==> src/hw/rtl/hsl2rgb_pkg.sv <==
package hsl2rgb_pkg;

   // Fraction bits of the internal fixed point levels.
   localparam int FRAC_BITS = 16;

   // A level of 0.0 to 1.0 needs one integer bit above the fraction.
   localparam int LVL_W = FRAC_BITS + 1;

   // Exact product of the two 9-bit inputs, then re-scaled to the level format.
   localparam int PROD_W  = 17;
   localparam int SCALE_W = 2 * FRAC_BITS + 1;

   // Hue bias: a multiple of 360 that makes every 16-bit hue non-negative.
   localparam int HUE_W = 17;
   localparam logic [HUE_W-1:0] HUE_BIAS = HUE_W'(33120);
   localparam logic [8:0] DEG_360 = 9'd360;
   localparam logic [8:0] DEG_240 = 9'd240;
   localparam logic [8:0] DEG_180 = 9'd180;
   localparam logic [8:0] DEG_120 = 9'd120;
   localparam logic [8:0] DEG_60  = 9'd60;

   // Ramp product and the division by 60, done as a shift by 2 and a
   // multiplication by the rounded-up reciprocal of 15.
   localparam int TP_W        = 6;
   localparam int XP_W        = LVL_W + TP_W;
   localparam int X_W         = FRAC_BITS + 6;
   localparam int Y_W         = X_W - 2;
   localparam int RECIP_SHIFT = Y_W + 4;
   localparam int RECIP_W     = Y_W + 1;
   localparam int MP_W        = Y_W + RECIP_W;
   localparam logic [RECIP_W-1:0] RECIP =
      RECIP_W'(((64'd1 << RECIP_SHIFT) + 64'd14) / 64'd15);

   // Segment of the piecewise hue ramp.
   typedef enum logic [1:0] {
      SEG_RISE = 2'd0,
      SEG_HIGH = 2'd1,
      SEG_FALL = 2'd2,
      SEG_LOW  = 2'd3
   } seg_type;

   typedef struct packed {
      seg_type          seg;
      logic [TP_W-1:0]  tp;
   } ramp_type;

   // Classify a channel angle of 0..359 into its ramp segment and ramp step.
   function automatic ramp_type ramp_select(input logic [8:0] t);
      ramp_type   r;
      logic [8:0] fall;
      fall = DEG_240 - t;
      if (t < DEG_60) begin
         r.seg = SEG_RISE;
         r.tp  = t[TP_W-1:0];
      end else if (t < DEG_180) begin
         r.seg = SEG_HIGH;
         r.tp  = '0;
      end else if (t < DEG_240) begin
         r.seg = SEG_FALL;
         r.tp  = fall[TP_W-1:0];
      end else begin
         r.seg = SEG_LOW;
         r.tp  = '0;
      end
      return r;
   endfunction

endpackage

==> src/hw/rtl/hsl_to_rgb_converter_unit.sv <==
// HSL to RGB pixel converter, CSS3 colour algorithm.
// Request channel: req_valid, req_stall and the pixel fields req_hue_degrees
// (signed whole degrees), req_saturation and req_lightness (units of 1/256).
// A request is taken at a rising edge with req_valid high and req_stall low.
// Response channel: rsp_valid, rsp_stall and the 8-bit rsp_red, rsp_green
// and rsp_blue; a response is taken when rsp_valid is high and rsp_stall low.
// The block is a six stage pipeline: a request passes the stage registers 1 to
// 6 in turn before it shows on the response ports. One pixel is accepted
// every clock while req_stall is low. The depth is set by the hue modulo
// steps, the level arithmetic, the ramp multiplier and the reciprocal
// multiplier for the division by 60, each with a register stage of its own.
// Reset (synchronous, active high) empties every stage; the first request
// can be taken in the cycle after reset falls.
// While the receiver stalls, the response is held and the stages behind it
// close up any empty slots; req_stall rises only when every stage holds a
// request.
module hsl_to_rgb_converter_unit
   import hsl2rgb_pkg::*;
(
   input  logic               clock,
   input  logic               reset,
   input  logic               req_valid,
   output logic               req_stall,
   input  logic signed [15:0] req_hue_degrees,
   input  logic        [8:0]  req_saturation,
   input  logic        [8:0]  req_lightness,
   output logic               rsp_valid,
   input  logic               rsp_stall,
   output logic        [7:0]  rsp_red,
   output logic        [7:0]  rsp_green,
   output logic        [7:0]  rsp_blue
);

   // Pipeline control: one valid bit per stage and a ready chain.
   logic [6:1] vld_ff;
   logic [6:1] vld_in;
   logic [6:1] rdy;

   always_comb begin
      rdy[6] = !vld_ff[6] || !rsp_stall;
      rdy[5] = !vld_ff[5] || rdy[6];
      rdy[4] = !vld_ff[4] || rdy[5];
      rdy[3] = !vld_ff[3] || rdy[4];
      rdy[2] = !vld_ff[2] || rdy[3];
      rdy[1] = !vld_ff[1] || rdy[2];
      vld_in = {vld_ff[5:1], req_valid};
   end

   always_ff @(posedge clock) begin
      if (reset) begin
         vld_ff <= '0;
      end else begin
         for (int k = 1; k <= 6; k++) begin
            if (rdy[k]) begin
               vld_ff[k] <= vld_in[k];
            end
         end
      end
   end

   assign req_stall = !rdy[1];
   assign rsp_valid = vld_ff[6];

   // Stage 1: bias the hue, first four modulo steps, clamp S and L, product L*S.
   logic [12:0]       s1_hue_ff, s1_hue_in;
   logic [8:0]        s1_sc_ff, s1_sc_in;
   logic [8:0]        s1_lc_ff, s1_lc_in;
   logic [PROD_W-1:0] s1_prod_ff, s1_prod_in;
   logic [HUE_W-1:0]  s1_hv;
   logic [17:0]       s1_full;

   always_comb begin
      s1_hv = {req_hue_degrees[15], req_hue_degrees} + HUE_BIAS;
      for (int k = 7; k >= 4; k--) begin
         if (s1_hv >= (HUE_W'(DEG_360) << k)) begin
            s1_hv = s1_hv - (HUE_W'(DEG_360) << k);
         end
      end
      s1_hue_in  = s1_hv[12:0];
      s1_sc_in   = (req_saturation > 9'd256) ? 9'd256 : req_saturation;
      s1_lc_in   = (req_lightness > 9'd256) ? 9'd256 : req_lightness;
      s1_full    = {9'b0, s1_sc_in} * {9'b0, s1_lc_in};
      s1_prod_in = s1_full[PROD_W-1:0];
   end

   always_ff @(posedge clock) begin
      if (rdy[1]) begin
         s1_hue_ff  <= s1_hue_in;
         s1_sc_ff   <= s1_sc_in;
         s1_lc_ff   <= s1_lc_in;
         s1_prod_ff <= s1_prod_in;
      end
   end

   // Stage 2: last four modulo steps, scaled L, S and L*S, and the level m2.
   logic [8:0]         s2_h_ff, s2_h_in;
   logic [LVL_W-1:0]   s2_l_ff, s2_l_in;
   logic [LVL_W-1:0]   s2_m2_ff, s2_m2_in;
   logic [12:0]        s2_hv;
   logic [LVL_W-1:0]   s2_s;
   logic [SCALE_W-1:0] s2_wide;
   logic [LVL_W-1:0]   s2_ls;
   logic [LVL_W:0]     s2_sum;

   always_comb begin
      s2_hv = s1_hue_ff;
      for (int k = 3; k >= 0; k--) begin
         if (s2_hv >= (13'(DEG_360) << k)) begin
            s2_hv = s2_hv - (13'(DEG_360) << k);
         end
      end
      s2_h_in = s2_hv[8:0];
      s2_l_in = {s1_lc_ff, {(FRAC_BITS-8){1'b0}}};
      s2_s    = {s1_sc_ff, {(FRAC_BITS-8){1'b0}}};
      s2_wide = {s1_prod_ff, {(2*FRAC_BITS-16){1'b0}}};
      s2_ls   = s2_wide[SCALE_W-1:FRAC_BITS];
      // Lightness below one half means the top two bits of the raw value are clear.
      if (!s1_lc_ff[8] && !s1_lc_ff[7]) begin
         s2_sum = {1'b0, s2_l_in} + {1'b0, s2_ls};
      end else begin
         s2_sum = {1'b0, s2_l_in} + {1'b0, s2_s} - {1'b0, s2_ls};
      end
      s2_m2_in = s2_sum[LVL_W-1:0];
   end

   always_ff @(posedge clock) begin
      if (rdy[2]) begin
         s2_h_ff  <= s2_h_in;
         s2_l_ff  <= s2_l_in;
         s2_m2_ff <= s2_m2_in;
      end
   end

   // Stage 3: level m1, the ramp height and each channel's segment.
   logic [LVL_W-1:0] s3_m1_ff, s3_m1_in;
   logic [LVL_W-1:0] s3_m2_ff, s3_m2_in;
   logic [LVL_W-1:0] s3_d_ff, s3_d_in;
   seg_type          s3_seg_ff [3];
   seg_type          s3_seg_in [3];
   logic [TP_W-1:0]  s3_tp_ff [3];
   logic [TP_W-1:0]  s3_tp_in [3];
   logic [LVL_W:0]   s3_twol;
   logic [LVL_W:0]   s3_diff;
   logic [8:0]       s3_ang [3];
   logic [8:0]       s3_up;
   ramp_type         s3_ramp [3];

   always_comb begin
      s3_twol = {s2_l_ff, 1'b0};
      s3_diff = s3_twol - {1'b0, s2_m2_ff};
      if ({1'b0, s2_m2_ff} > s3_twol) begin
         s3_m1_in = '0;
      end else begin
         s3_m1_in = s3_diff[LVL_W-1:0];
      end
      s3_m2_in = (s2_m2_ff < s3_m1_in) ? s3_m1_in : s2_m2_ff;
      s3_d_in  = s3_m2_in - s3_m1_in;
      // Channel angles: red leads by a third of a turn, blue trails by one.
      s3_up     = s2_h_ff + DEG_120;
      s3_ang[0] = (s3_up >= DEG_360) ? (s3_up - DEG_360) : s3_up;
      s3_ang[1] = s2_h_ff;
      s3_ang[2] = (s2_h_ff >= DEG_120) ? (s2_h_ff - DEG_120) : (s2_h_ff + DEG_240);
      for (int c = 0; c < 3; c++) begin
         s3_ramp[c]   = ramp_select(s3_ang[c]);
         s3_seg_in[c] = s3_ramp[c].seg;
         s3_tp_in[c]  = s3_ramp[c].tp;
      end
   end

   always_ff @(posedge clock) begin
      if (rdy[3]) begin
         s3_m1_ff <= s3_m1_in;
         s3_m2_ff <= s3_m2_in;
         s3_d_ff  <= s3_d_in;
         for (int c = 0; c < 3; c++) begin
            s3_seg_ff[c] <= s3_seg_in[c];
            s3_tp_ff[c]  <= s3_tp_in[c];
         end
      end
   end

   // Stage 4: ramp product of the height and the step in degrees.
   logic [LVL_W-1:0] s4_m1_ff;
   logic [LVL_W-1:0] s4_m2_ff;
   seg_type          s4_seg_ff [3];
   logic [X_W-1:0]   s4_x_ff [3];
   logic [X_W-1:0]   s4_x_in [3];
   logic [XP_W-1:0]  s4_full [3];

   always_comb begin
      for (int c = 0; c < 3; c++) begin
         s4_full[c] = XP_W'(s3_d_ff) * XP_W'(s3_tp_ff[c]);
         s4_x_in[c] = s4_full[c][X_W-1:0];
      end
   end

   always_ff @(posedge clock) begin
      if (rdy[4]) begin
         s4_m1_ff <= s3_m1_ff;
         s4_m2_ff <= s3_m2_ff;
         for (int c = 0; c < 3; c++) begin
            s4_seg_ff[c] <= s3_seg_ff[c];
            s4_x_ff[c]   <= s4_x_in[c];
         end
      end
   end

   // Stage 5: divide by 60 as a quarter times the reciprocal of 15.
   logic [LVL_W-1:0] s5_m1_ff;
   logic [LVL_W-1:0] s5_m2_ff;
   seg_type          s5_seg_ff [3];
   logic [LVL_W-1:0] s5_q_ff [3];
   logic [LVL_W-1:0] s5_q_in [3];
   logic [MP_W-1:0]  s5_mp [3];

   always_comb begin
      for (int c = 0; c < 3; c++) begin
         s5_mp[c]   = MP_W'(s4_x_ff[c][X_W-1:2]) * MP_W'(RECIP);
         s5_q_in[c] = s5_mp[c][RECIP_SHIFT +: LVL_W];
      end
   end

   always_ff @(posedge clock) begin
      if (rdy[5]) begin
         s5_m1_ff <= s4_m1_ff;
         s5_m2_ff <= s4_m2_ff;
         for (int c = 0; c < 3; c++) begin
            s5_seg_ff[c] <= s4_seg_ff[c];
            s5_q_ff[c]   <= s5_q_in[c];
         end
      end
   end

   // Stage 6: pick the level per segment, scale to a byte and clamp.
   logic [7:0]     rsp_byte_ff [3];
   logic [7:0]     rsp_byte_in [3];
   logic [LVL_W:0] s6_lvl [3];
   logic [9:0]     s6_wide [3];

   always_comb begin
      for (int c = 0; c < 3; c++) begin
         case (s5_seg_ff[c]) inside
            SEG_RISE, SEG_FALL: s6_lvl[c] = {1'b0, s5_m1_ff} + {1'b0, s5_q_ff[c]};
            SEG_HIGH:           s6_lvl[c] = {1'b0, s5_m2_ff};
            SEG_LOW:            s6_lvl[c] = {1'b0, s5_m1_ff};
            default:            s6_lvl[c] = {1'b0, s5_m1_ff};
         endcase
         s6_wide[c]     = s6_lvl[c][LVL_W:FRAC_BITS-8];
         rsp_byte_in[c] = (s6_wide[c][9] || s6_wide[c][8]) ? 8'd255 : s6_wide[c][7:0];
      end
   end

   always_ff @(posedge clock) begin
      if (rdy[6]) begin
         for (int c = 0; c < 3; c++) begin
            rsp_byte_ff[c] <= rsp_byte_in[c];
         end
      end
   end

   assign rsp_red   = rsp_byte_ff[0];
   assign rsp_green = rsp_byte_ff[1];
   assign rsp_blue  = rsp_byte_ff[2];

`ifndef SYNTHESIS
   // An empty output stage lets the whole pipeline advance.
   a_no_stall_when_empty: assert property (@(posedge clock) disable iff (reset)
      !rsp_valid |-> !req_stall)
      else $error("request stalled while the output stage is empty");

   // Reset leaves every stage empty.
   a_reset_empties: assert property (@(posedge clock)
      reset |=> (vld_ff == '0))
      else $error("pipeline not empty after reset");

   // The hue modulo leaves an angle below a full turn.
   a_hue_wrapped: assert property (@(posedge clock) disable iff (reset)
      vld_ff[2] |-> (s2_h_ff < DEG_360))
      else $error("hue not wrapped into one turn");

   // Level m2 never lies below m1 once they are ordered.
   a_levels_ordered: assert property (@(posedge clock) disable iff (reset)
      vld_ff[3] |-> (s3_m1_ff <= s3_m2_ff))
      else $error("level m1 above level m2");

   // A stalled response keeps the pipeline behind it full-handed: the stage
   // that feeds the output holds its request.
   a_feed_held: assert property (@(posedge clock) disable iff (reset)
      (rsp_valid && rsp_stall && vld_ff[5]) |=> vld_ff[5])
      else $error("request lost behind a stalled response");
`endif

endmodule
==> config.mk <==
export PLATFORM = sky130hd
export DESIGN_NAME = hsl_to_rgb_converter_unit
export DESIGN_NICKNAME = d
export VERILOG_FILES = /design/src/hw/rtl/hsl2rgb_pkg.sv /design/src/hw/rtl/hsl_to_rgb_converter_unit.sv
export SDC_FILE = /design/constraint.sdc
export NUM_CORES = 2
export LEC_CHECK = 0
export BUFFER_PORTS_ARGS = -buffer_cell sky130_fd_sc_hd__buf_2
export CORE_UTILIZATION = 56
export CTS_BUF_LIST = sky130_fd_sc_hd__clkbuf_4
export CTS_CLUSTER_DIAMETER = 120
export DETAILED_ROUTE_END_ITERATION = 12
export GPL_ROUTABILITY_DRIVEN = 0
export PLACE_DENSITY = 0.72
export SYNTH_ARGS = -nofsm -noshare
export SYNTH_HDL_FRONTEND = slang
export SYNTH_SLANG_ARGS = --single-unit
==> constraint.sdc <==
create_clock -name clock -period 23 [get_ports clock]
set_clock_uncertainty 0.15 [all_clocks]
set_input_delay 3.45 -clock clock [delete_from_list [all_inputs] [get_ports clock]]
set_output_delay 3.45 -clock clock [all_outputs]
set_load 0.02 [all_outputs]
======== Word level (Yosys, flattened, before mapping) ========
Memories as Yosys holds them, arrays and structs flattened.
Index checks and enable logic that the tools add are counted.
storage, ports and cells
  latch bits .............................. 0
  register bits ........................... 208
  memories ................................ 7
  bits of input ports ..................... 38
  RAM bits ................................ 177
  ROM bits ................................ 0
cells by class
  bitwise operators ....................... 0
  muxes and demuxes ....................... 41
  reductions and logical operators ........ 26
  shifts and indexed selects .............. 0
  equal/unequal tests ..................... 6
  add/sub/neg operators ................... 24
  multipliers ............................. 7
  div/mod/pow operators ................... 0
  $lt $le $gt $ge ......................... 23
memory list
  memory       depth  bits a word  rd ports  clocked after Yosys merged registers in  write ports  line                              RTL
  s4_x_ff      3      22           3         0                                        3            hsl_to_rgb_converter_unit.sv:186  logic [X_W-1:0] s4_x_ff [3];
  s5_q_ff      3      17           3         0                                        3            hsl_to_rgb_converter_unit.sv:212  logic [LVL_W-1:0] s5_q_ff [3];
  rsp_byte_ff  3      8            3         0                                        3            hsl_to_rgb_converter_unit.sv:235  logic [7:0] rsp_byte_ff [3];
  s3_tp_ff     3      6            3         0                                        3            hsl_to_rgb_converter_unit.sv:140  logic [TP_W-1:0] s3_tp_ff [3];
  s3_seg_ff    3      2            3         0                                        3            hsl_to_rgb_converter_unit.sv:138  seg_type s3_seg_ff [3];
  s4_seg_ff    3      2            3         0                                        3            hsl_to_rgb_converter_unit.sv:185  seg_type s4_seg_ff [3];
  +1 memories  --     --           --        --                                       --           --
operators with widths
  kind                    count
  $mux 17                 9
  $mul 20x20->40 const B  3
  $mux 8                  9
  $mul 17x6->22           3
  $add 17x17->18          3
  $lt 9x8->1 const B      6
  $mux 18                 3
  $mux 13                 4
  $sub 17x17->17          3
  $mux 9                  5
  $add 17x17->17          2
  $lt 9x6->1 const B      3
  $mux 7                  3
  $gt 17x18->1            1
  $gt 9x9->1 const B      2
  $sub 6x6->6 const A     3
  $sub 9x9->9 const B     2
  $add 17x16->17 const B  1
  $ge 17x13->1 const B    1
  $ge 17x14->1 const B    1
  $ge 17x15->1 const B    1
  $ge 17x16->1 const B    1
  $lt 17x17->1            1
  $mul 9x9->17            1
  other kinds (24)        56

======== Longest topological paths before layout ========
  depth after elaboration ................. 9
  mapped depth ............................ 45

======== Worst setup path before layout ========
OpenSTA, ideal clock, no wires.
  kind .................................... input to output
  start point ............................. input port rsp_stall
  end point ............................... output port req_stall
  data required time ...................... 19400 ps
  stages .................................. 4
  arrival time ............................ 5609 ps
  setup slack ............................. 13791 ps
  cells stage by stage .................... and3_1 -> and3_1 -> nand3_1 -> inv_1
between the ends
  longest elaborated chain between the ends .. 8
RTL lines
  element           line                             RTL
  start, declared   hsl_to_rgb_converter_unit.sv:28  input logic rsp_stall,
  $logic_not 1->1   hsl_to_rgb_converter_unit.sv:40  rdy[6] = !vld_ff[6] || !rsp_stall;
  $logic_or 1x1->1  hsl_to_rgb_converter_unit.sv:40
  $logic_or 1x1->1  hsl_to_rgb_converter_unit.sv:41  rdy[5] = !vld_ff[5] || rdy[6];
  $logic_or 1x1->1  hsl_to_rgb_converter_unit.sv:42  rdy[4] = !vld_ff[4] || rdy[5];
  $logic_or 1x1->1  hsl_to_rgb_converter_unit.sv:43  rdy[3] = !vld_ff[3] || rdy[4];
  $logic_or 1x1->1  hsl_to_rgb_converter_unit.sv:44  rdy[2] = !vld_ff[2] || rdy[3];
  $logic_or 1x1->1  hsl_to_rgb_converter_unit.sv:45  rdy[1] = !vld_ff[1] || rdy[2];
  $logic_not 1->1   hsl_to_rgb_converter_unit.sv:61  assign req_stall = !rdy[1];
  end, declared     hsl_to_rgb_converter_unit.sv:23  output logic req_stall,
Every way passes these cells.

======== Worst setup path after layout ========
  start point ............................. register s2_m2_ff[10]
  end point ............................... register s3_d_ff[16], data pin
between the ends
  longest elaborated chain between the ends .. 5
  elaborated cells on any way between the ends .. 6
  classes of those cells .................. 2 x add/sub; 2 x order compare; 2 x mux
RTL lines
  element                                         line                                                                RTL
  start, declared                                 hsl_to_rgb_converter_unit.sv:98                                     logic [LVL_W-1:0] s2_m2_ff, s2_m2_in;
  start signal, assigned                          hsl_to_rgb_converter_unit.sv:130                                    s2_m2_ff <= s2_m2_in;
  $sub 17x17->17 or $gt 17x18->1 (tied branches)  hsl_to_rgb_converter_unit.sv:150, hsl_to_rgb_converter_unit.sv:151
  $mux 17 *                                       hsl_to_rgb_converter_unit.sv:151                                    if ({1'b0, s2_m2_ff} > s3_twol) begin
  net s3_m1_in[10]                                hsl_to_rgb_converter_unit.sv:135                                    logic [LVL_W-1:0] s3_m1_ff, s3_m1_in;
  $lt 17x17->1                                    hsl_to_rgb_converter_unit.sv:156                                    s3_m2_in = (s2_m2_ff < s3_m1_in) ? s3_m1_in : s2_m2_ff;
  $mux 17                                         hsl_to_rgb_converter_unit.sv:156
  $sub 17x17->17 *                                hsl_to_rgb_converter_unit.sv:157                                    s3_d_in = s3_m2_in - s3_m1_in;
  net s3_d_in[16]                                 hsl_to_rgb_converter_unit.sv:137                                    logic [LVL_W-1:0] s3_d_ff, s3_d_in;
  end signal, assigned                            hsl_to_rgb_converter_unit.sv:174                                    s3_d_ff <= s3_d_in;
  end, declared                                   hsl_to_rgb_converter_unit.sv:137
The timed path passes the listed nets; every way through them passes the cells marked *.
A chain may end at the register's enable or synchronous reset.

==> flow_metrics.tcl <==
set metrics [dict create \
    tns_ps 0 \
    cap_violations 0 \
    r2r-start "s2_m2_ff[10]" \
    most-common-layout-cells "inv_1, ha_1, nand2_1" \
    drtPass1Iterations 8 \
    syn_area_mm2 0.0399 \
    die_y_um 269 \
    crit_buf_inv 5 \
    die_w_um 269 \
    min_period_ps 8600 \
    yosysWarnings 0 \
    postCtsSetupBuffers 0 \
    boundaryPins 64 \
    synth_xor_area_frac 0.0486 \
    yosysTopAreaCell "edfxtp_1" \
    start_util 0.567 \
    final_common_cell "inv_1" \
    synth_simple_gate_area_frac 0.114 \
    ys.flop_type "edfxtp_1" \
    crit_arrival_ps 9010 \
    async_reset_ff_frac 0 \
    drive_above_1_share 0.0704 \
    tightest_slew_ps 1100 \
    synthTopCellsByArea "edfxtp_1, ha_1, fa_1" \
    coreArea_mm2 0.0703 \
    hold_viol 0 \
    seq_area_frac_synth 0.266 \
    area_growth_syn_to_layout_pct 6.24 \
    endpoint "s3_d_ff[16]" \
    grt_usage 0.231 \
    antenna_found_initial 2 \
    avgViaCountPerCell 5.45 \
    rows 97 \
    ant_nets 0 \
    synth-edff-count 349 \
    start_kind "flop" \
    vias 28021 \
    syn-instance-count 4042 \
    path_max_fanout 34 \
    synthAdderAreaFrac 0.376 \
    dieArea_mm2 0.0722 \
    synth_top_family_by_area "adder cells" \
    required_ps 23410 \
    period_share 0.374 \
    crit_start "s2_m2_ff[10]" \
    syn_avg_cell_area_um2 9.86 \
    status "finished, final reports clean" \
    cts_made_buffers 99 \
    clkSinkCount 355 \
    reg2reg_to "s3_d_ff[16]" \
    drv_slew 0 \
    ys_ff_latch 355 \
    endpoint_kind "flop" \
    grt_pass1_vias 27871 \
    critical_path_depth 43 \
    synth.distinct_cells 103 \
    hp-class "flop to flop" \
    synth_top_area_share 0.263 \
    cts_resized 0 \
    cp_common_cell "a21oi_1" \
    cts_tree "yes" \
    drc 0 \
    worst_r2r_path_depth 43 \
    maxSlewHeadroom 0.264 \
    grt_max_degree 84 \
    synth-compound-area-share 0.107 \
    final_nets 5145 \
    rsz0062_at_grt "false" \
    rrSetupSlack_ps 14400 \
    fillCellCount 5922 \
    overflow 0 \
    cts_max_path_buffers 3 \
    dr.first_iter.drc_count 1592 \
    max_freq_mhz 116 \
    holdBufCountCts 0 \
    place_hpwl_mm 65.1 \
    clk_pin_slew_worst_paths_ps 60 \
    wire_per_inst_um 15.7 \
    cts_max_level 3 \
    crit_family "compound AO/OA/AOI/OAI gates" \
    syn_nets 5069 \
    clock-root-buffer "clkbuf_4" \
    cpMaxStageDelayCell "o21ai_0" \
    routed_wirelength_mm 80.6 \
    crit_type "flop to flop" \
    synth_mux_area_frac 0.00750 \
    grt_first_pass_wirelength_mm 133 \
    worstSkewPairLatency_ps 870 \
    setup_viol 0 \
    worst_path_largest_cell_delay_ps 620 \
    io_buffers 63 \
]
metrics by stage:
stage	instances	hold WS, ps	area, µm²	utilization	setup slack (ps)
after floorplan	4042	250	39900	-	13790
after global placement	4957	252	41000	0.584	14160
after detailed placement	4957	255	41000	0.584	14050
after CTS	5133	259	42300	0.602	14320
after global routing	5137	273	42300	0.602	13550
final	5137	267	42300	0.602	14400
layer usage:
layer / share of wire / global-route usage / vias up
li1: - / - / 13765
met1: 0.45 / 0.308 / 13467
met2: 0.48 / 0.392 / 682
met3: 0.047 / 0.0342 / 107
met4: 0.018 / 0.0617 / 0
met5: 0 / 0 / -
sequential cells by signal, indices dropped and copies added, names as in the netlist, 13 cells and up:
name	flops
s4_m1_ff	17
s3_m1_ff	17
s3_d_ff	17
s1_prod_ff	17
s4_x_ff	60
s1_hue_ff	13
s3_tp_ff	18
s5_m1_ff	17
s2_m2_ff	17
rsp_byte_ff	24
s5_q_ff	51
worst min-delay path by stage:
stage | from | end | cells past startpoint
after floorplan | s3_m1_ff[0] | s4_m1_ff[0] | 0
after global placement | s4_m1_ff[3] | s5_m1_ff[3] | 0
after detailed placement | s4_m1_ff[3] | s5_m1_ff[3] | 0
after CTS | vld_ff[3] | vld_ff[4] | 2
after global routing | s4_seg_ff[0][0] | s5_seg_ff[0][0] | 0
final | vld_ff[3] | vld_ff[4] | 2
layout make-up:
cell class / instances / area (µm²) / share of cell area
tap: 940 / 1180 / 0.0278
clock inverter: 39 / 265 / 0.00627
antenna: 4 / 10.0 / 0.000236
inverter: 751 / 2820 / 0.0666
sequential: 355 / 10600 / 0.250
multi-input combinational: 2839 / 26100 / 0.615
timing repair buffer: 72 / 383 / 0.00904
clock buffer: 137 / 1030 / 0.0243
logic make-up after synthesis:
logic type / after synthesis
adders and majority gates: 990
DFF: 355
buffers and inverters: 848
AOI/OAI and AO/OA: 632
and+or+nand+nor: 969
xor gates and xnor gates: 221
muxes: 27
worst reg2reg max path, delay by kind of cell, from the launching register on:
| family | cells | cell delay (ps) |
|---|---|---|
| adders and majority gates | 4 | 1240 |
| xor gates and xnor gates | 1 | 90 |
| buffers and inverters | 5 | 920 |
| and+or+nand+nor | 8 | 700 |
| AOI/OAI and AO/OA | 25 | 4750 |
| DFF | 1 | 440 |
synthesized netlist by cell type, types with 12 or more instances:
cell type	n
mux2i_1	16
fa_1	344
a211oi_1	14
nand2b_1	48
and3_1	21
xnor2_1	160
o21a_1	32
a31oi_1	17
xor2_1	61
o21ai_0	105
nor2_1	176
o31ai_1	12
a21boi_0	14
o211ai_1	59
or3_1	15
nand3_1	40
clkbuf_1	85
a21oi_1	165
edfxtp_1	349
or2_2	14
nand2_1	411
and2_1	93
inv_1	745
nor3_1	63
o21bai_1	42
a21o_1	57
nor2b_1	29
ha_1	645
Power is not shown: default switching activity piles up to over one toggle a cycle in this logic, so the estimate is an artifact.
